==> src/xssu_pkg.sv <==
package xssu_pkg;

  localparam int CS_W = 19;
  localparam int H_W = 21;
  localparam int NUM_W = 63;
  localparam int QUOT_BITS = 20;
  localparam logic [18:0] CORDIC_GAIN = 19'd39797;
  localparam logic [20:0] ACC_SCALE = 21'd1890960;
  localparam logic [15:0] LN2_Q16 = 16'd45426;
  localparam logic [31:0] HALF_TURN = 32'h8000_0000;
  localparam logic [5:0] TEMP_RESET = 6'd8;

  localparam logic CMD_METRO = 1'b0;
  localparam logic CMD_REFLECT = 1'b1;

  typedef struct packed {
    logic ovf;
    logic [QUOT_BITS-1:0] quot;
  } div_out_t;

  function automatic logic [31:0] atan_turn(input logic [3:0] i);
    logic [31:0] v;
    case (i)
      4'd0: v = 32'h20000000;
      4'd1: v = 32'h12E4051E;
      4'd2: v = 32'h09FB385B;
      4'd3: v = 32'h051111D4;
      4'd4: v = 32'h028B0D43;
      4'd5: v = 32'h0145D7E1;
      4'd6: v = 32'h00A2F61E;
      4'd7: v = 32'h00517C55;
      4'd8: v = 32'h0028BE53;
      4'd9: v = 32'h00145F2F;
      4'd10: v = 32'h000A2F98;
      4'd11: v = 32'h000517CC;
      4'd12: v = 32'h00028BE6;
      4'd13: v = 32'h000145F3;
      4'd14: v = 32'h0000A2FA;
      4'd15: v = 32'h0000517D;
      default: v = 32'h0;
    endcase
    return v;
  endfunction

  function automatic logic [16:0] exp2_neg16(input logic [3:0] i);
    logic [16:0] v;
    case (i)
      4'd0: v = 17'd65536;
      4'd1: v = 17'd62757;
      4'd2: v = 17'd60097;
      4'd3: v = 17'd57549;
      4'd4: v = 17'd55109;
      4'd5: v = 17'd52773;
      4'd6: v = 17'd50535;
      4'd7: v = 17'd48393;
      4'd8: v = 17'd46341;
      4'd9: v = 17'd44376;
      4'd10: v = 17'd42495;
      4'd11: v = 17'd40693;
      4'd12: v = 17'd38968;
      4'd13: v = 17'd37316;
      4'd14: v = 17'd35734;
      4'd15: v = 17'd34219;
      default: v = 17'd0;
    endcase
    return v;
  endfunction

  // proposal half-width in Q32 turns, capped at a half turn
  function automatic logic [31:0] delta_q32(input logic [5:0] t);
    logic [32:0] s;
    s = 33'd615208748 + 33'd27342611 * 33'(t);
    return (s > 33'(HALF_TURN)) ? HALF_TURN : s[31:0];
  endfunction

endpackage

==> src/xssu_cordic_vec.sv <==
module xssu_cordic_vec (
  input  logic                             clk,
  input  logic signed [xssu_pkg::H_W-1:0]  hx,
  input  logic signed [xssu_pkg::H_W-1:0]  hy,
  output logic [31:0]                      phase
);

  localparam int W = 23;

  logic signed [W-1:0] x [17];
  logic signed [W-1:0] y [17];
  logic [31:0]         z [17];
  logic                zero [17];

  always_ff @(posedge clk) begin
    zero[0] <= (hx == 0) && (hy == 0);
    if (hx < 0) begin
      x[0] <= -W'(hx);
      y[0] <= -W'(hy);
      z[0] <= xssu_pkg::HALF_TURN;
    end else begin
      x[0] <= W'(hx);
      y[0] <= W'(hy);
      z[0] <= '0;
    end
  end

  for (genvar i = 0; i < 16; i++) begin : g_iter
    always_ff @(posedge clk) begin
      zero[i+1] <= zero[i];
      if (y[i] > 0) begin
        x[i+1] <= x[i] + (y[i] >>> i);
        y[i+1] <= y[i] - (x[i] >>> i);
        z[i+1] <= z[i] + xssu_pkg::atan_turn(4'(i));
      end else begin
        x[i+1] <= x[i] - (y[i] >>> i);
        y[i+1] <= y[i] + (x[i] >>> i);
        z[i+1] <= z[i] - xssu_pkg::atan_turn(4'(i));
      end
    end
  end

  always_ff @(posedge clk) begin
    phase <= zero[16] ? 32'd0 : z[16];
  end

endmodule

==> config.mk <==
export PLATFORM = sky130hd
export DESIGN_NAME = xssu_cordic_vec
export DESIGN_NICKNAME = d
export VERILOG_FILES = /design/src/xssu_pkg.sv /design/src/xssu_cordic_vec.sv
export SDC_FILE = /design/constraint.sdc
export NUM_CORES = 2
export LEC_CHECK = 0
export BUFFER_PORTS_ARGS = -buffer_cell sky130_fd_sc_hd__clkbuf_2
export CAP_MARGIN = 0
export CORE_MARGIN = 8
export CORE_UTILIZATION = 32
export DETAILED_ROUTE_END_ITERATION = 7
export GPL_ROUTABILITY_DRIVEN = 0
export HOLD_SLACK_MARGIN = 0.08
export PLACE_DENSITY = 0.52
export RECOVER_POWER = 50
export SYNTH_ARGS = -nofsm -noshare
export SYNTH_HDL_FRONTEND = slang
export SYNTH_SLANG_ARGS = --single-unit
export TNS_END_PERCENT = 100
==> constraint.sdc <==
create_clock -name clk -period 13.4 [get_ports clk]
set_input_delay 1.34 -clock clk [delete_from_list [all_inputs] [get_ports clk]]
set_output_delay 1.34 -clock clk [all_outputs]
set_load 0.03 [all_outputs]
; ---- Word-level counts from Yosys, hierarchy flattened
; Memory sizes are Yosys's and may differ from the RTL's. A register that Yosys moved wholly into a read port is not among the register bits.
; Index checks and enable logic that the tools add are counted.
[word_totals]
ff_bits = 0
out_inout_bits = 32
n_memories = 4
ram_bits = 1343
[memory_table]
columns = name, words, width, read_ports, rd_ports_with_merged_regs, wr, line_no
row1 = z, 17, 32, 17, 1, 17, xssu_cordic_vec.sv:12  ; logic [31:0] z [17];
row2 = x, 17, 23, 16, 0, 17, xssu_cordic_vec.sv:10  ; logic signed [W-1:0] x [17];
row3 = y, 17, 23, 16, 0, 17, xssu_cordic_vec.sv:11  ; logic signed [W-1:0] y [17];
row4 = zero, 17, 1, 17, 0, 17, xssu_cordic_vec.sv:13  ; logic zero [17];
[classes]
muxes = 102
reduce_logical = 3
add_sub_neg = 97
n_bitwise = 51
n_lt_le_gt_ge = 17
[ops]
columns = op, n
row1 = 2-to-1 mux 23 bit, 34
row2 = 2-to-1 mux 32 bit, 17
row3 = "greater-than comparator 23 x 1 -> 1 bit, second input constant", 16
row4 = zero test 32 bit, 2
row5 = 2-to-1 mux 1 bit, 51
row6 = OR 1 bit, 51
row7 = adder 23 x 10 -> 23 bit, 2
row8 = adder 23 x 11 -> 23 bit, 2
row9 = adder 23 x 12 -> 23 bit, 2
row10 = adder 23 x 13 -> 23 bit, 2
row11 = adder 23 x 14 -> 23 bit, 2
row12 = adder 23 x 15 -> 23 bit, 2
row13 = adder 23 x 16 -> 23 bit, 2
row14 = adder 23 x 17 -> 23 bit, 2
row15 = adder 23 x 18 -> 23 bit, 2
row16 = adder 23 x 19 -> 23 bit, 2
row17 = adder 23 x 20 -> 23 bit, 2
row18 = adder 23 x 21 -> 23 bit, 2
row19 = adder 23 x 22 -> 23 bit, 2
row20 = adder 23 x 8 -> 23 bit, 2
row21 = adder 23 x 9 -> 23 bit, 2
row22 = negation 21 -> 23 bit, 2
row23 = subtractor 23 x 10 -> 23 bit, 2
row24 = subtractor 23 x 11 -> 23 bit, 2
row25 = other kinds (49), 63

; ---- Logic depth before layout (Yosys ltp)
[depth]
word_depth = 4
depth_mapped = 25
depth_no_buf = 23

; ---- Least setup slack after synthesis
; OpenSTA, ideal clock, no wires.
[synth_timing]
path_kind = register -> register
start = memory y[15][7]
end = memory z[16][29]
synth_period_minus_slack_ps = 6218
setup_time_ps = 72
stages_incl_launch_ff = 16
required_ps = 13328
n_path_buf = 0
arrival_time_ps = 6146
setup_slack_ps = 7182
cell_sequence = dfxtp_1 or4_1 o41ai_1 inv_1 ha_1 o211ai_1 nand2_1 a41o_1 o221a_2 a21oi_1 a21oi_1 a21oi_1 o21ai_0 a211o_1 a21oi_1 xnor2_1
[synth_rtl]
columns = element, line_no
row1 = from (decl), xssu_cordic_vec.sv:11
row2 = to (decl), xssu_cordic_vec.sv:12

==> impl_metrics.tcl <==
set metrics [dict create \
    setup-violations-final 0 \
    drc 0 \
    hp-class "flop to flop" \
    cts_hold_buf 0 \
    rows 186 \
    syn_inst 9692 \
    grt_max_degree 56 \
    root_buffer "clkbuf_16" \
    synth.top_cell.area_share_pct 28.9 \
    die-area_mm2 0.273 \
    io_buffers 73 \
    ff2ff_setup_slack_ns 4.36 \
    via_count 68314 \
    core_region_area_mm2 0.256 \
    hold_viol_final 0 \
    skew_ns 0.0658 \
    multiInputGateArea_mm2 0.0557 \
    n_fill_cell 26287 \
    grtUsageMet1_pct 18.8 \
    crit_type "flop to flop" \
    synth_commonest_cells "dfxtp_1, ha_1, xnor2_1" \
    final_core_util_pct 35.8 \
    violations "capacitance limit, slew limit" \
    synthFlopType "dfxtp_1" \
    status "finished with violations" \
    ioPinCount 75 \
    grt_use_met3_pct 2.01 \
    yosysWarnings 0 \
    wl_um 215000 \
    fin_hold_ws_ns 0.321 \
    place_hpwl_um 174000 \
    ctsResizeCount 0 \
    setup_slack_ns 4.36 \
    rsz0062_at_grt "false" \
    drv_cap 22 \
    yosysMostFrequentCell "dfxtp_1" \
    area_growth_pct 11.6 \
    synthArstFlopShare_pct 0 \
    grt_pass1_wl_um 345000 \
    worstPathMaxFanout 40 \
    postRouteAntennaNets 0 \
    grt.overflow.total 0 \
    firstDrtPassIters 6 \
    ys_ff_latch 1186 \
    cts_tree "built" \
    netlist_area_mm2 0.0820 \
    layout.nets 10871 \
    preCtsSetupSlack_ns 6.81 \
    cts_buffers 148 \
    critPathLaunchType "flop" \
    drive_above_1_share_pct 4.14 \
    detail_route.wl_per_cell_um 16.2 \
    start_util_pct 32.0 \
    cts_sinks 1186 \
    synthDominantAreaCellType "dfxtp_1" \
    synth_seq_area_share_pct 28.9 \
    critPathRequiredTime_ns 14.06 \
    synth_edf_count 0 \
    finalMaxSlewViolations 862 \
    end_kind "flop" \
    die_w_um 522 \
    synth.avg_cell_area_um2 8.46 \
    fin_crit_ns 9.04 \
    grt_antenna_before_repair 2 \
    worst-slew-pin-transition_ns 2.74 \
    use_met2_pct 26.9 \
    slew_headroom_pct -82.7 \
    clk_path_buf_depth 3 \
    grtUsageTotal_pct 15.1 \
    seqCellArea_mm2 0.0237 \
    clk_pin_slew_worst_paths_ns 0.06 \
    first_iter_violations 3692 \
    critPathArrivalTime_ns 9.71 \
    cts_max_level 4 \
    top_usage_layer "met2" \
    first_global_vias 66074 \
    clk_latency_ns 0.82 \
    tns_ns 0 \
    fmax_ghz 0.111 \
    postCtsSetupBuffers 0 \
    viasPerCell 5.14 \
    synthTopCellsByArea "dfxtp_1, ha_1, xnor2_1" \
    finalCritPeriodShare_pct 67.5 \
    synth_cell_types 97 \
    fp.dieH_um 522 \
]
[cell type report]
| class | instances | area share (%) |
|---|---|---|
| repair buffers | 111 | 0.547 |
| clock inverters | 77 | 1.59 |
| well taps | 3384 | 4.62 |
| clock buffers | 192 | 4.47 |
| diodes | 5 | 0.0137 |
| inverters | 473 | 1.94 |
| flip-flops and latches | 1186 | 25.9 |
| multi-input cells | 7852 | 60.9 |
[cells in the final DEF (no fill, tap or decap), drive strengths merged, types with 36 or more instances in the layout]
cell and count:
xor2 373, o21ai 526, and3 137, o211ai 53
inv 471, nand3 205, or3 128, o21a 121
nor4 90, a31oi 101, o21bai 121, nand4 56
o31ai 118, a31o 37, clkinv 44, a21o 269
nand2 613, xnor2 919, fa 36, clkbuf 294
and2 67, nor2 854, o41ai 47, ha 1020
dfxtp 1186, a21oi 757, nor2b 146, or4 53
a211oi 81, nor3 320, nand2b 113, or2 42
a21boi 45
[metal layers]
metal / vias to the layer above / routed length, µm / part of all wire [%]
met4: 0 / 6220 / 2.9
met3: 352 / 7460 / 3.5
met2: 1244 / 104000 / 48
met5: - / 0 / 0
met1: 31839 / 97300 / 45
li1: 34879 / - / -
[sequential cells by signal, summed over array words and instances, names as in the netlist]
register  cells
phase        31
x           330
y           368
z           440
zero         17
[per-stage QoR]
stage	cell area, µm²	instances
2_1_floorplan	82000	9694
3_3_place_gp	86300	13006
3_5_place_dp	86300	13006
4_1_cts	91800	13275
5_1_grt	91600	13279
6_report	91600	13280
[worst paths after layout]
kind | startpoint | to | cells past startpoint
max | y[5][22] | z[6][28] | 15
min | zero[0][15] | zero[0][16] | 0
max reg2reg | y[5][22] | z[6][28] | 15
min reg2reg | zero[0][15] | zero[0][16] | 0
[cells by family after synthesis]
logic type / count (synthesis) / synth area share (%)
muxes: 31 / 0.392
AOI/OAI and AO/OA: 2562 / 20.1
buffers and inverters: 656 / 3.04
xor gates and xnor gates: 1292 / 13.8
and+or+nand+nor: 2904 / 17.2
adders and majority gates: 1060 / 16.5
DFF: 1186 / 28.9
other: 1 / 0.00457
[worst max-delay path: stages, from the launching register on]
cell and delay, ns:
dfxtp_1 0.57, nor4_1 0.23, a31oi_1 1.53, clkbuf_1 1.44, clkinv_1 0.89, clkbuf_1 0.93, ha_1 0.61, nor2_1 0.52
a221oi_1 0.18, a311oi_2 0.58, o21ai_1 0.14, o21a_1 0.23, a31o_4 0.28, a21o_1 0.18, a2111o_1 0.41, o311ai_1 0.09
Power is left out: the tool's default activity adds up to more than one toggle a clock period on the data nets, which glitch-free logic cannot reach.
