### src/xssu_pkg.sv
package xssu_pkg;

  localparam int CS_W = 19;
  localparam int H_W = 21;
  localparam int NUM_W = 63;
  localparam int QUOT_BITS = 20;
  localparam logic [18:0] CORDIC_GAIN = 19'd39797;
  localparam logic [20:0] ACC_SCALE = 21'd1890960;
  localparam logic [15:0] LN2_Q16 = 16'd45426;
  localparam logic [31:0] HALF_TURN = 32'h8000_0000;
  localparam logic [5:0] TEMP_RESET = 6'd8;

  localparam logic CMD_METRO = 1'b0;
  localparam logic CMD_REFLECT = 1'b1;

  typedef struct packed {
    logic ovf;
    logic [QUOT_BITS-1:0] quot;
  } div_out_t;

  function automatic logic [31:0] atan_turn(input logic [3:0] i);
    logic [31:0] v;
    case (i)
      4'd0: v = 32'h20000000;
      4'd1: v = 32'h12E4051E;
      4'd2: v = 32'h09FB385B;
      4'd3: v = 32'h051111D4;
      4'd4: v = 32'h028B0D43;
      4'd5: v = 32'h0145D7E1;
      4'd6: v = 32'h00A2F61E;
      4'd7: v = 32'h00517C55;
      4'd8: v = 32'h0028BE53;
      4'd9: v = 32'h00145F2F;
      4'd10: v = 32'h000A2F98;
      4'd11: v = 32'h000517CC;
      4'd12: v = 32'h00028BE6;
      4'd13: v = 32'h000145F3;
      4'd14: v = 32'h0000A2FA;
      4'd15: v = 32'h0000517D;
      default: v = 32'h0;
    endcase
    return v;
  endfunction

  function automatic logic [16:0] exp2_neg16(input logic [3:0] i);
    logic [16:0] v;
    case (i)
      4'd0: v = 17'd65536;
      4'd1: v = 17'd62757;
      4'd2: v = 17'd60097;
      4'd3: v = 17'd57549;
      4'd4: v = 17'd55109;
      4'd5: v = 17'd52773;
      4'd6: v = 17'd50535;
      4'd7: v = 17'd48393;
      4'd8: v = 17'd46341;
      4'd9: v = 17'd44376;
      4'd10: v = 17'd42495;
      4'd11: v = 17'd40693;
      4'd12: v = 17'd38968;
      4'd13: v = 17'd37316;
      4'd14: v = 17'd35734;
      4'd15: v = 17'd34219;
      default: v = 17'd0;
    endcase
    return v;
  endfunction

  // proposal half-width in Q32 turns, capped at a half turn
  function automatic logic [31:0] delta_q32(input logic [5:0] t);
    logic [32:0] s;
    s = 33'd615208748 + 33'd27342611 * 33'(t);
    return (s > 33'(HALF_TURN)) ? HALF_TURN : s[31:0];
  endfunction

endpackage

### src/xssu_divider.sv
module xssu_divider (
  input  logic                           clk,
  input  logic [xssu_pkg::NUM_W-1:0]     num,
  input  logic [5:0]                     temperature,
  output xssu_pkg::div_out_t             result
);

  localparam int NW = xssu_pkg::NUM_W;
  localparam int QB = xssu_pkg::QUOT_BITS;

  logic [NW-1:0] rem  [QB+1];
  logic [QB-1:0] quot [QB+1];
  logic          ovf  [QB+1];

  always_ff @(posedge clk) begin
    ovf[0]  <= num >= (NW'(temperature) << (32 + QB));
    rem[0]  <= num;
    quot[0] <= '0;
  end

  for (genvar i = 0; i < QB; i++) begin : g_step
    localparam int B = QB - 1 - i;
    logic [NW-1:0] dsh;
    assign dsh = NW'(temperature) << (32 + B);
    always_ff @(posedge clk) begin
      ovf[i+1] <= ovf[i];
      if (rem[i] >= dsh) begin
        rem[i+1]  <= rem[i] - dsh;
        quot[i+1] <= quot[i] | (QB'(1) << B);
      end else begin
        rem[i+1]  <= rem[i];
        quot[i+1] <= quot[i];
      end
    end
  end

  assign result.ovf  = ovf[QB];
  assign result.quot = quot[QB];

endmodule

### config.mk
export PLATFORM = sky130hd
export DESIGN_NAME = xssu_divider
export DESIGN_NICKNAME = d
export VERILOG_FILES = /design/src/xssu_pkg.sv /design/src/xssu_divider.sv
export SDC_FILE = /design/constraint.sdc
export NUM_CORES = 2
export LEC_CHECK = 0
export ABC_CLOCK_PERIOD_IN_PS = 3500
export BUFFER_PORTS_ARGS = -buffer_cell sky130_fd_sc_hd__buf_4
export CELL_PAD_IN_SITES_DETAIL_PLACEMENT = 1
export CELL_PAD_IN_SITES_GLOBAL_PLACEMENT = 1
export CORE_MARGIN = 8
export CORE_UTILIZATION = 40
export CTS_CLUSTER_SIZE = 12
export DETAILED_ROUTE_END_ITERATION = 8
export MAX_ROUTING_LAYER = met4
export PLACE_DENSITY_LB_ADDON = 0.3
export SLEW_MARGIN = 20
export SYNTH_ARGS = -nofsm -noshare
export SYNTH_HDL_FRONTEND = slang
export SYNTH_SLANG_ARGS = --single-unit
### constraint.sdc
create_clock -name clk -period 3.5 [get_ports clk]
set_clock_uncertainty 0.2 [all_clocks]
set_input_delay 0.525 -clock clk [delete_from_list [all_inputs] [get_ports clk]]
set_output_delay 0.525 -clock clk [all_outputs]
set_load 0.02 [all_outputs]
## Yosys cells after proc, flatten, opt, wreduce, memory -nomap -nowiden

Memory sizes are Yosys's and may differ from the RTL's.
Index checks and enable logic that the tools add are counted.

| cells by class | value |
|---|---|
| $lt $le $gt $ge | 21 |
| add/sub/neg operators | 20 |
| bitwise logic cells | 40 |
| muxes and demuxes | 100 |

Operator list:

| cell | count |
|---|---|
| $mux 63 | 20 |
| $mux 20 | 20 |
| $ge 63x38->1 | 1 |
| $ge 63x39->1 | 1 |
| $ge 63x40->1 | 1 |
| $ge 63x41->1 | 1 |
| $ge 63x42->1 | 1 |
| $ge 63x43->1 | 1 |
| $ge 63x44->1 | 1 |
| $ge 63x45->1 | 1 |
| $ge 63x46->1 | 1 |
| $ge 63x47->1 | 1 |
| $ge 63x48->1 | 1 |
| $ge 63x49->1 | 1 |
| $ge 63x50->1 | 1 |
| $ge 63x51->1 | 1 |
| $ge 63x52->1 | 1 |
| $ge 63x53->1 | 1 |
| $ge 63x54->1 | 1 |
| $ge 63x55->1 | 1 |
| $ge 63x56->1 | 1 |
| $ge 63x57->1 | 1 |
| $ge 63x58->1 | 1 |
| $sub 63x38->63 | 1 |
| 21 further kinds | 119 |

| storage, ports and cells | value |
|---|---|
| bits in writable memories | 1764 |
| memories kept | 3 |
| input port bits | 70 |
| output and inout port bits | 21 |
| flip-flop bits (word level) | 0 |
| logic and storage cells | 184 |

Memory list:

| memory | words | width | rd ports | clocked after Yosys merged registers in | write ports | line | text |
|---|---|---|---|---|---|---|---|
| rem | 21 | 63 | 20 | 0 | 21 | xssu_divider.sv:11 | `logic [NW-1:0] rem [QB+1];` |
| quot | 21 | 20 | 21 | 0 | 21 | xssu_divider.sv:12 | `logic [QB-1:0] quot [QB+1];` |
| ovf | 21 | 1 | 21 | 0 | 21 | xssu_divider.sv:13 | `logic ovf [QB+1];` |

## Depth between registers and ports, before layout

An unclocked memory read counts as a cell.

| logic depth | value |
|---|---|
| depth after elaboration | 5 |
| depth in mapped cells | 13 |
| mapped depth without buffers | 11 |

## Worst setup path after synthesis

No wires, ideal clock.

| timing | value |
|---|---|
| path kind | in2reg |
| start point | in temperature[1] |
| end point | mem rem[4][244] (netlist bit) |
| path buffers | 0 |
| stages | 9 |
| library setup time | 0.118 ns |
| data required time | 3.182 ns |
| data arrival time | 3.496 ns |
| setup slack | -0.315 ns |
| cell sequence | inv_1 ha_1 nand4_1 or4_1 o41ai_1 o31ai_4 nor3_1 nand3b_1 xnor2_1 |

RTL lines:

| element | line | text |
|---|---|---|
| from (decl) | xssu_divider.sv:4 | `input logic [5:0] temperature,` |
| to (decl) | xssu_divider.sv:11 |  |

==> flow_summary.json <==
{
  "status": "complete, no violations",
  "synth_area_um2": 43900,
  "core-area_um2": 109000,
  "ys.flop_type": "dfxtp_1",
  "cp.arrival_ns": 3.70,
  "path_buf_inv": 0,
  "grt_usage": 0.187,
  "place_ws_ns": -0.0776,
  "viasPerCell": 5.02,
  "setup_violations": 0,
  "min_path_type": "in -> reg",
  "postPlaceCellArea_um2": 48200,
  "die-area_um2": 121000,
  "path_clk_slew_ns": 0.06,
  "cp_cell_sequence": "or4_1 > or4_1 > or4_1 > nand4_1 > o21ai_2 > or4b_1 > xnor2_1",
  "nets": 4288,
  "crit_path_start_kind": "flop",
  "cts_tree": "yes",
  "grt_pass1_wl_um": 175000,
  "area_growth_pct": 21.7,
  "power_leakage_nw": 21.5,
  "start_util": 0.404,
  "drc_errors": 0,
  "route.detailed.wl_per_inst_um": 20.0,
  "syn-num-nets": 3793,
  "dp_hpwl_um": 79100,
  "hold_violations": 0,
  "synth-edff-count": 0,
  "cp_top_family": "simple AND/OR/NAND/NOR gates",
  "endpoint_kind": "flop",
  "cp_slowest_cell": "or4_1",
  "drt_iter0_drc": 916,
  "cts_inserted_buffers": 153,
  "worst_pin_slew_ns": 0.851,
  "power_density_nw_per_um2": 834,
  "setup_slack_ns": 0.226,
  "ant_nets": 0,
  "ir_worst_vdd_v": 0.000432,
  "cp_max_fo": 3,
  "placementRows": 121,
  "antennaDiodeCount": 0,
  "port_buffers": 90,
  "drv_cap": 0,
  "ys_types": 70,
  "critical_path_class": "reg -> reg",
  "rsz0062_at_grt": "false",
  "cts_max_level": 4,
  "overflow": 0,
  "critPathRequiredTime_ns": 3.92,
  "cpMostUsedCell": "or4_1",
  "cts_setup_buffers": 0,
  "synth_seq_area_share": 0.679,
  "slowest_delay_ns": 0.62,
  "vias": 27900,
  "setup_tns_ns": 0,
  "dieHeight_um": 347,
  "fin_crit_ns": 3.27,
  "synth_area_per_cell_um2": 12.3,
  "cts.sink_count": 1491,
  "yosysWarnings": 0,
  "period_share": 0.935,
  "grt_pass1_vias": 31500,
  "synthArstFlopShare": 0,
  "cts-root-buf": "clkbuf_16",
  "ios": 91,
  "syn_inst": 3578,
  "clock_path_buffers": 3,
  "final_area_um2": 53500,
  "place.gp.congestion": 0.845,
  "insertion_delay_ns": 0.74,
  "routed_wirelength_um": 111000,
  "antenna_found_initial": 0,
  "synth_seq_cells": 1491,
  "post-route-util": 0.491,
  "layout-drive-gt1-share": 0.140,
  "die_w_um": 347,
  "slew_viol_final": 0,
  "fmax_mhz": 305,
  "drt_first_pass_iters": 5,
  "grt_max_degree": 21,
  "max_slew_margin": 0.427
}
==> logic make-up (layout without fill, tap and decap cells) <==
group / Yosys count / in the layout / synth area share
AO/OA/AOI/OAI: 334 / 334 / 0.0487
XOR/XNOR: 306 / 306 / 0.0610
adder cells (fa/ha/maj): 145 / 145 / 0.0445
buffers and inverters: 125 / 689 / 0.0109
flip-flops: 1491 / 1491 / 0.679
multiplexers: 34 / 34 / 0.00846
AND/OR/NAND/NOR: 1143 / 1143 / 0.147
==> stage by stage <==
stage          hold WS (ns)  power (mW)  cells
2_1_floorplan         0.110        26.4   3578
3_3_place_gp          0.110        29.3   5269
3_5_place_dp          0.113        29.6   5269
4_1_cts              0.0414        45.1   5556
5_1_grt              0.0676        46.9   5556
6_report             0.0882        44.6   5556
==> synthesized netlist by cell type (all sizes together) (7+ instances only) <==
master | number | area (um^2)
a211oi | 18 | 135
a21boi | 10 | 75.1
a21o | 26 | 195
a21oi | 89 | 445
a31oi | 10 | 62.6
and3 | 8 | 50.1
and4b | 15 | 150
clkbuf | 35 | 131
dfxtp | 1491 | 29800
fa | 19 | 380
ha | 126 | 1580
inv | 84 | 315
mux2 | 25 | 282
mux2i | 9 | 90.1
nand2 | 145 | 544
nand2b | 30 | 188
nand3 | 62 | 310
nand3b | 25 | 188
nand4 | 72 | 450
nand4b | 19 | 166
nor2 | 192 | 721
nor2b | 39 | 244
nor3 | 106 | 531
nor3b | 7 | 52.6
nor4 | 268 | 1680
nor4b | 37 | 330
nor4bb | 8 | 80.1
o21a | 25 | 188
o21ai | 84 | 420
o31a | 12 | 105
o31ai | 18 | 149
or2 | 9 | 56.3
or3 | 43 | 269
or4 | 45 | 342
xnor2 | 164 | 1440
xor2 | 142 | 1240
==> final timing paths <==
kind / start / endpoint / slack (ns) / cells after the start
setup reg to reg: rem[3][208] / rem[4][50] / 0.23 / 7
hold / removal: temperature[0] / rem[4][36] / 0.09 / 3
hold reg to reg: quot[19][3] / quot[20][3] / 0.10 / 0
setup / recovery: rem[3][208] / rem[4][50] / 0.23 / 7
==> layout make-up <==
type,instances,area [um^2]
multi-input cells,1962,13700
inverters,85,330
fillers,11200,55400
repair buffers,380,3170
flip-flops and latches,1491,29800
well taps,1414,1770
clock inverters,33,533
clock buffers,191,4130
==> tightest hold or removal path: cells and delay by family <==
family | cells | cell delay, ns
buffers and inverters | 1 | 0.20
adders and majority gates | 1 | 0.19
AOI/OAI and AO/OA | 1 | 0.06
==> metal layers <==
metal	GRT usage	share of wire	vias up
li1	-	-	13600
met1	0.168	0.35	13600
met2	0.382	0.58	428
met3	0.0284	0.026	244
met4	0.0782	0.039	0
met5	-	0	-
==> placed cells by master (no fill, tap or decap), types with 63 or more instances in the layout <==
cell / n
a21oi_1: 89
buf_4: 304
clkbuf_16: 154
dfxtp_1: 1491
dlygate4sd3_1: 63
ha_1: 124
inv_1: 81
nand2_1: 145
nand4_1: 72
nor2_1: 192
nor3_1: 104
nor4_1: 264
o21ai_0: 82
xnor2_1: 164
xor2_1: 142
==> repair_timing <==
| action | CTS | global route |
|---|---|---|
| endpoints found under the setup margin | 0 | 1 |
| resized for setup | 0 | 1 |
| hold endpoints to repair | 64 | 0 |
| hold buffers | 63 | 0 |
==> power breakdown <==
| part | internal [mW] | switching (mW) |
|---|---|---|
| Combinational | 3.70 | 3.63 |
| Clock | 8.79 | 6.53 |
| Sequential | 19.7 | 2.28 |
| Total | 32.2 | 12.4 |
==> flip-flops by register name (all words and copies together) (netlist names) <==
name  flops
ovf      21
rem    1260
quot    210
Power figures use the tool's default switching activity.
