$ cat src/xssu_pkg.sv
package xssu_pkg;

  localparam int CS_W = 19;
  localparam int H_W = 21;
  localparam int NUM_W = 63;
  localparam int QUOT_BITS = 20;
  localparam logic [18:0] CORDIC_GAIN = 19'd39797;
  localparam logic [20:0] ACC_SCALE = 21'd1890960;
  localparam logic [15:0] LN2_Q16 = 16'd45426;
  localparam logic [31:0] HALF_TURN = 32'h8000_0000;
  localparam logic [5:0] TEMP_RESET = 6'd8;

  localparam logic CMD_METRO = 1'b0;
  localparam logic CMD_REFLECT = 1'b1;

  typedef struct packed {
    logic ovf;
    logic [QUOT_BITS-1:0] quot;
  } div_out_t;

  function automatic logic [31:0] atan_turn(input logic [3:0] i);
    logic [31:0] v;
    case (i)
      4'd0: v = 32'h20000000;
      4'd1: v = 32'h12E4051E;
      4'd2: v = 32'h09FB385B;
      4'd3: v = 32'h051111D4;
      4'd4: v = 32'h028B0D43;
      4'd5: v = 32'h0145D7E1;
      4'd6: v = 32'h00A2F61E;
      4'd7: v = 32'h00517C55;
      4'd8: v = 32'h0028BE53;
      4'd9: v = 32'h00145F2F;
      4'd10: v = 32'h000A2F98;
      4'd11: v = 32'h000517CC;
      4'd12: v = 32'h00028BE6;
      4'd13: v = 32'h000145F3;
      4'd14: v = 32'h0000A2FA;
      4'd15: v = 32'h0000517D;
      default: v = 32'h0;
    endcase
    return v;
  endfunction

  function automatic logic [16:0] exp2_neg16(input logic [3:0] i);
    logic [16:0] v;
    case (i)
      4'd0: v = 17'd65536;
      4'd1: v = 17'd62757;
      4'd2: v = 17'd60097;
      4'd3: v = 17'd57549;
      4'd4: v = 17'd55109;
      4'd5: v = 17'd52773;
      4'd6: v = 17'd50535;
      4'd7: v = 17'd48393;
      4'd8: v = 17'd46341;
      4'd9: v = 17'd44376;
      4'd10: v = 17'd42495;
      4'd11: v = 17'd40693;
      4'd12: v = 17'd38968;
      4'd13: v = 17'd37316;
      4'd14: v = 17'd35734;
      4'd15: v = 17'd34219;
      default: v = 17'd0;
    endcase
    return v;
  endfunction

  // proposal half-width in Q32 turns, capped at a half turn
  function automatic logic [31:0] delta_q32(input logic [5:0] t);
    logic [32:0] s;
    s = 33'd615208748 + 33'd27342611 * 33'(t);
    return (s > 33'(HALF_TURN)) ? HALF_TURN : s[31:0];
  endfunction

endpackage

$ cat src/xssu_cordic_rot.sv
module xssu_cordic_rot #(
  parameter int ANGLE_BITS = 16
) (
  input  logic                          clk,
  input  logic [ANGLE_BITS-1:0]         angle,
  output logic signed [xssu_pkg::CS_W-1:0] cos_out,
  output logic signed [xssu_pkg::CS_W-1:0] sin_out
);

  localparam int PH_SHIFT = 32 - ANGLE_BITS;
  localparam int W = xssu_pkg::CS_W;

  logic signed [W-1:0] x [17];
  logic signed [W-1:0] y [17];
  logic signed [31:0]  r [17];
  logic [1:0]          q [17];
  logic [31:0]         sh;

  assign sh = {angle, {PH_SHIFT{1'b0}}} + 32'h2000_0000;

  always_ff @(posedge clk) begin
    x[0] <= $signed(xssu_pkg::CORDIC_GAIN);
    y[0] <= '0;
    r[0] <= $signed({2'b00, sh[29:0]}) - 32'sh2000_0000;
    q[0] <= sh[31:30];
  end

  for (genvar i = 0; i < 16; i++) begin : g_iter
    always_ff @(posedge clk) begin
      q[i+1] <= q[i];
      if (r[i] >= 0) begin
        x[i+1] <= x[i] - (y[i] >>> i);
        y[i+1] <= y[i] + (x[i] >>> i);
        r[i+1] <= r[i] - $signed(xssu_pkg::atan_turn(4'(i)));
      end else begin
        x[i+1] <= x[i] + (y[i] >>> i);
        y[i+1] <= y[i] - (x[i] >>> i);
        r[i+1] <= r[i] + $signed(xssu_pkg::atan_turn(4'(i)));
      end
    end
  end

  always_ff @(posedge clk) begin
    case (q[16])
      2'd0: begin
        cos_out <= x[16];
        sin_out <= y[16];
      end
      2'd1: begin
        cos_out <= -y[16];
        sin_out <= x[16];
      end
      2'd2: begin
        cos_out <= -x[16];
        sin_out <= -y[16];
      end
      default: begin
        cos_out <= y[16];
        sin_out <= -x[16];
      end
    endcase
  end

endmodule

$ cat config.mk
export PLATFORM = sky130hd
export DESIGN_NAME = xssu_cordic_rot
export DESIGN_NICKNAME = d
export VERILOG_FILES = /design/src/xssu_pkg.sv /design/src/xssu_cordic_rot.sv
export SDC_FILE = /design/constraint.sdc
export NUM_CORES = 2
export LEC_CHECK = 0
export BUFFER_PORTS_ARGS = -buffer_cell sky130_fd_sc_hd__buf_2
export CAP_MARGIN = 10
export CORE_UTILIZATION = 35
export DETAILED_ROUTE_END_ITERATION = 8
export SYNTH_ARGS = -nofsm -noshare
export SYNTH_HDL_FRONTEND = slang
export SYNTH_SLANG_ARGS = --single-unit
$ cat constraint.sdc
create_clock -name clk -period 7 [get_ports clk]
set_clock_uncertainty 0.1 [all_clocks]
set_input_delay 0.35 -clock clk [delete_from_list [all_inputs] [get_ports clk]]
set_output_delay 0.35 -clock clk [all_outputs]
set_load 0.005 [all_outputs]
Yosys cells after proc, flatten, opt, wreduce, memory -nomap -nowiden
Memory sizes are Yosys's and may differ from the RTL's. Cells that the tools add are included.

Flip-flop bits (word level): 38. RAM bits: 1224. Input bits: 17. Output and inout port bits: 38. Logic and storage cells: 270. Memories kept: 4.

Memory list: r (words 17, bits a word 32, rd ports 16, clocked after memory_dff 0, wr ports 17, RTL line xssu_cordic_rot.sv:15) `logic signed [31:0] r [17];`; x (words 17, bits a word 19, rd ports 17, clocked after memory_dff 0, wr ports 17, RTL line xssu_cordic_rot.sv:13) `logic signed [W-1:0] x [17];`; y (words 17, bits a word 19, rd ports 17, clocked after memory_dff 0, wr ports 17, RTL line xssu_cordic_rot.sv:14) `logic signed [W-1:0] y [17];`; q (words 17, bits a word 2, rd ports 17, clocked after memory_dff 0, wr ports 17, RTL line xssu_cordic_rot.sv:16) `logic [1:0] q [17];`.

Add/subtract/negate cells: 99. $lt $le $gt $ge: 16. Equal/unequal tests: 2. Multiplexer cells: 98. Bitwise logic cells: 48. Reduce and logical (&&, ||, !) cells: 1.

Operators by type and width (number): two-way mux 19 bit (32); >= comparator 32 x 1 -> 1 bit, second input constant (16); two-way mux 32 bit (16); one-hot mux 19 bit (3 select lines) (2); adder 32 x 30 -> 32 bit, second input constant (2); two-way mux 1 bit (48); OR 1 bit (48); adder 19 x 10 -> 19 bit (2); adder 19 x 11 -> 19 bit (2); adder 19 x 12 -> 19 bit (2); adder 19 x 13 -> 19 bit (2); adder 19 x 14 -> 19 bit (2); adder 19 x 15 -> 19 bit (2); adder 19 x 16 -> 19 bit (2); adder 19 x 17 -> 19 bit (2); adder 19 x 18 -> 19 bit (2); adder 19 x 4 -> 19 bit (2); adder 19 x 5 -> 19 bit (2); adder 19 x 6 -> 19 bit (2); adder 19 x 7 -> 19 bit (2); adder 19 x 8 -> 19 bit (2); adder 19 x 9 -> 19 bit (2); negator 19 bit (2); subtractor 19 x 10 -> 19 bit (2); 51 further kinds (66).

Depth between registers and ports, before layout
Word-level depth: 4. Depth in mapped cells: 17. Depth with buffers taken out: 17.

Least setup slack after synthesis
No wires, ideal clock.

Path kind: register to register. From: mem r[2][31]. To: mem x[3][13] (netlist bit). Setup time: 0.062 ns. Arrival: 3.787 ns. Required time: 6.838 ns. Setup slack: 3.051 ns. Stages on the path, launching flop included: 16. Buffers on the path: 3. Period minus slack after synthesis: 3.949 ns. Cells stage by stage: dfxtp_1 clkbuf_1 clkbuf_1 clkbuf_1 nor2_1 a21oi_1 ha_1 nor2b_1 o21ai_0 a21boi_0 o21ai_0 a21oi_1 o21ai_0 a21oi_1 or4b_2 nand3_1.

RTL lines (RTL line): from (decl) (xssu_cordic_rot.sv:15); to (decl) (xssu_cordic_rot.sv:13).

==> summary.txt <==
Inserted Clock Buffers = 114
Crit-path max cell delay = 790 ps
Async SR Flop Fraction = 0%
Clock transition at path regs = 60 ps
Setup crit end kind = register
Crit path max fanout = 29
I/O pins = 55
Vias in the first global route = 53.8k
Hold_sp = angle[0]
Met3 Use GR = 2.06%
Initial antenna violation count = 1
Vias = 55.0k
Remaining global-route overflow = 0
Syn Inst Count = 7823
Largest net degree at the start of global routing = 68
Most used cell, CP = nor3_1
R2R Setup Slk = 2490 ps
Library cells used by synthesis = 87
Worst slew pin tran = 1120 ps
CP Launch Type = register
Slowest CP cell = clkinv_1
Fin. max-slew vios = 0
RSZ-0062 raised after global routing = no
Worst slew margin = 24.5%
Share of cells above drive strength 1 = 4.98%
Core area = 0.197 mm²
Hold Path End = r[0][16]
Sink Count = 1058
F_max = 222 MHz
Die area = 0.201 mm²
Hold crit path type = primary input to register
Global routing usage on met1 = 17.8%
Routability Congestion = 0.868
Synth Register Bits = 1058
WP data arrival = 5020 ps
Worst-case reg-to-reg path depth = 12
Number of synthesis warnings = 0
Layout area overhead = 10.9%
Final clock period utilization by the worst path = 64.5%
Crit-path leading delay family = compound AO/OA/AOI/OAI gates
FP Rows = 163
Most Used Layer, Global Route = met2
CTS tree = done
Count of filler cells inserted in the layout = 19.8k
First-pass GRT wire length = 259000 µm
Dpl hpwl = 124000 µm
FF-to-FF End = r[11][28]
Layout net count = 8952
Mean post-synth cell area = 8.90 µm²
Port Buffers = 54
Met2 Track Usage GR = 28.0%
Crit-path cells = buf_4 > clkinv_1 > ha_1 > o21ai_0 > nor3_1 > o2111ai_1 > nand2_1 > a2111oi_0 > nor3_1 > nor4_1 > o31ai_1 > xor2_1
Sequential share of the synthesized area = 30.4%
Mapped cell area = 0.0696 mm²
Clock root buffer = clkbuf_16
Clock latency on the worst-skew pair = 760 ps
Post-synth EDFFs = 0
Chip width = 448 µm
Iteration-0 DRC Markers = 2425
Final setup viols = 0
Status = finished, final reports clean
WP buf/inv = 2
CP Data Required Time = 7500 ps
Residual DRC = 0
Final wirelength = 157000 µm
Final hold vios = 0
Critical register-to-register path startpoint = r[10][31]
Setup Fix Bufs, Post-CTS = 0
Via density = 5.16
Detailed Routing Iterations Pass 1 = 5
Average wire per cell in the routed design = 14.8 µm
Most used DFF post-synth = dfxtp_1
TNS Setup = 0 ps
Initial Util = 35.3%
Worst Setup Path Type = register to register
MaxCap Viol Count = 0
GRT Total Usage = 15.2%
Final ANT Viol Nets = 0
Die H = 448 µm
Max Root-Sink Buffers = 3
Crit path time final = 4510 ps
CTS H-tree lvls = 3
Hold depth = 2
layout make-up:
class / count / area, µm² / area share (%)
diodes: 1 / 2.50 / 0.00324
clock buffers: 143 / 3150 / 4.08
clock inverters: 73 / 950 / 1.23
inverters: 354 / 1330 / 1.72
multi-input cells: 6307 / 46700 / 60.5
flip-flops and latches: 1058 / 21200 / 27.4
well taps: 2640 / 3300 / 4.28
repair buffers: 91 / 593 / 0.768
routing by layer:
metal	part of all wire, %	up-vias	wire length [µm]
li1	-	28500	-
met2	50	821	78000
met3	2.8	324	4350
met4	3.4	0	5380
met5	0	-	0
met1	44	25400	69600
kinds of logic after synthesis:
logic type / after synthesis / share of synthesized area [%]
DFF: 1058 / 30.4
AOI/OAI and AO/OA: 2221 / 20.6
buffers and inverters: 460 / 2.48
muxes: 54 / 1.28
and+or+nand+nor: 2014 / 14.0
xor gates and xnor gates: 1005 / 12.7
adders and majority gates: 1009 / 18.6
other: 2 / 0.0108
cells in the mapped netlist (all sizes together) (17+ instances only):
library cell,number,area [µm²]
and2,30,188
o21bai,107,803
nand2,498,1870
a31oi,64,400
nor2,543,2040
inv,353,1330
o41ai,33,289
a21boi,29,218
nor4,37,231
clkbuf,89,335
nand2b,104,651
o31ai,99,743
nand3,160,801
o2111ai,20,175
a21o,341,2560
buf,17,66.3
o31a,20,175
or4,26,206
a21oi,652,3260
a31o,27,236
ha,968,12100
and3,70,438
dfxtp,1058,21200
a2111oi,22,193
o211ai,27,203
xnor2,697,6100
or2,37,231
o21a,115,863
nor3,202,1020
nand4,43,269
nor2b,113,707
a211o,31,272
mux2i,22,220
or3,94,603
a211oi,57,428
a41oi,18,158
xor2,307,2690
mux4,27,616
o21ai,420,2110
a221oi,23,201
fa,41,821
how the worst max path moves through the flow:
stage                   start         to  slack, ps  cells after the start
floorplan            r[2][31]   x[3][13]       3050                     15
global placement    r[10][31]  r[11][28]       2240                     12
detailed placement  r[10][31]  r[11][28]       2480                     12
CTS                  r[4][31]   r[5][30]       2480                     12
global route        r[10][31]  r[11][28]       2120                     12
finish              r[10][31]  r[11][28]       2490                     12
metrics by stage:
stage / util, % / instance area (µm²) / cells / setup slack (ps) / hold WS [ps]
final: 39.1 / 77300 / 10700 / 2490 / 125
after global placement: 37.0 / 73000 / 10400 / 2240 / 210
after detailed placement: 37.0 / 73000 / 10400 / 2480 / 212
after CTS: 39.1 / 77300 / 10700 / 2480 / 49.6
after floorplan: - / 69700 / 7825 / 3050 / 210
after global routing: 39.1 / 77300 / 10700 / 2120 / 75.1
cell usage in the layout (no fill, tap or decap), drive strengths merged, types with 30 or more instances in the layout:
cell    count
dfxtp    1058
ha        968
xnor2     697
a21oi     652
nor2      543
nand2     498
o21ai     420
inv       364
a21o      341
xor2      307
nor3      202
nand3     160
clkbuf    143
o21a      115
nor2b     113
o21bai    107
nand2b    104
o31ai      99
or3        94
buf        73
and3       70
a31oi      64
a211oi     57
nand4      43
fa         41
or2        37
nor4       37
clkinv     36
o41ai      33
a211o      31
and2       30
sequential cells by signal (all words and copies together), names as in the netlist:
signal   count
r          420
sin_out     19
q           34
cos_out     19
y          284
x          282
worst reg2reg max path, stage by stage, from the launching register on:
cell and delay, ps:
dfxtp_1 300, buf_4 300, clkinv_1 800, ha_1 690, o21ai_0 270, nor3_1 120, o2111ai_1 210, nand2_1 150
a2111oi_0 590, nor3_1 180, nor4_1 350, o31ai_1 150, xor2_1 160
what timing repair did:
item | 4_1_cts | 5_1_grt
hold buffers | 18 | 0
gates resized for setup | 0 | 0
hold endpoints to repair | 16 | 0
Power is left out: the tool's default activity adds up to more than one toggle a clock period on the data nets, which glitch-free logic cannot reach.
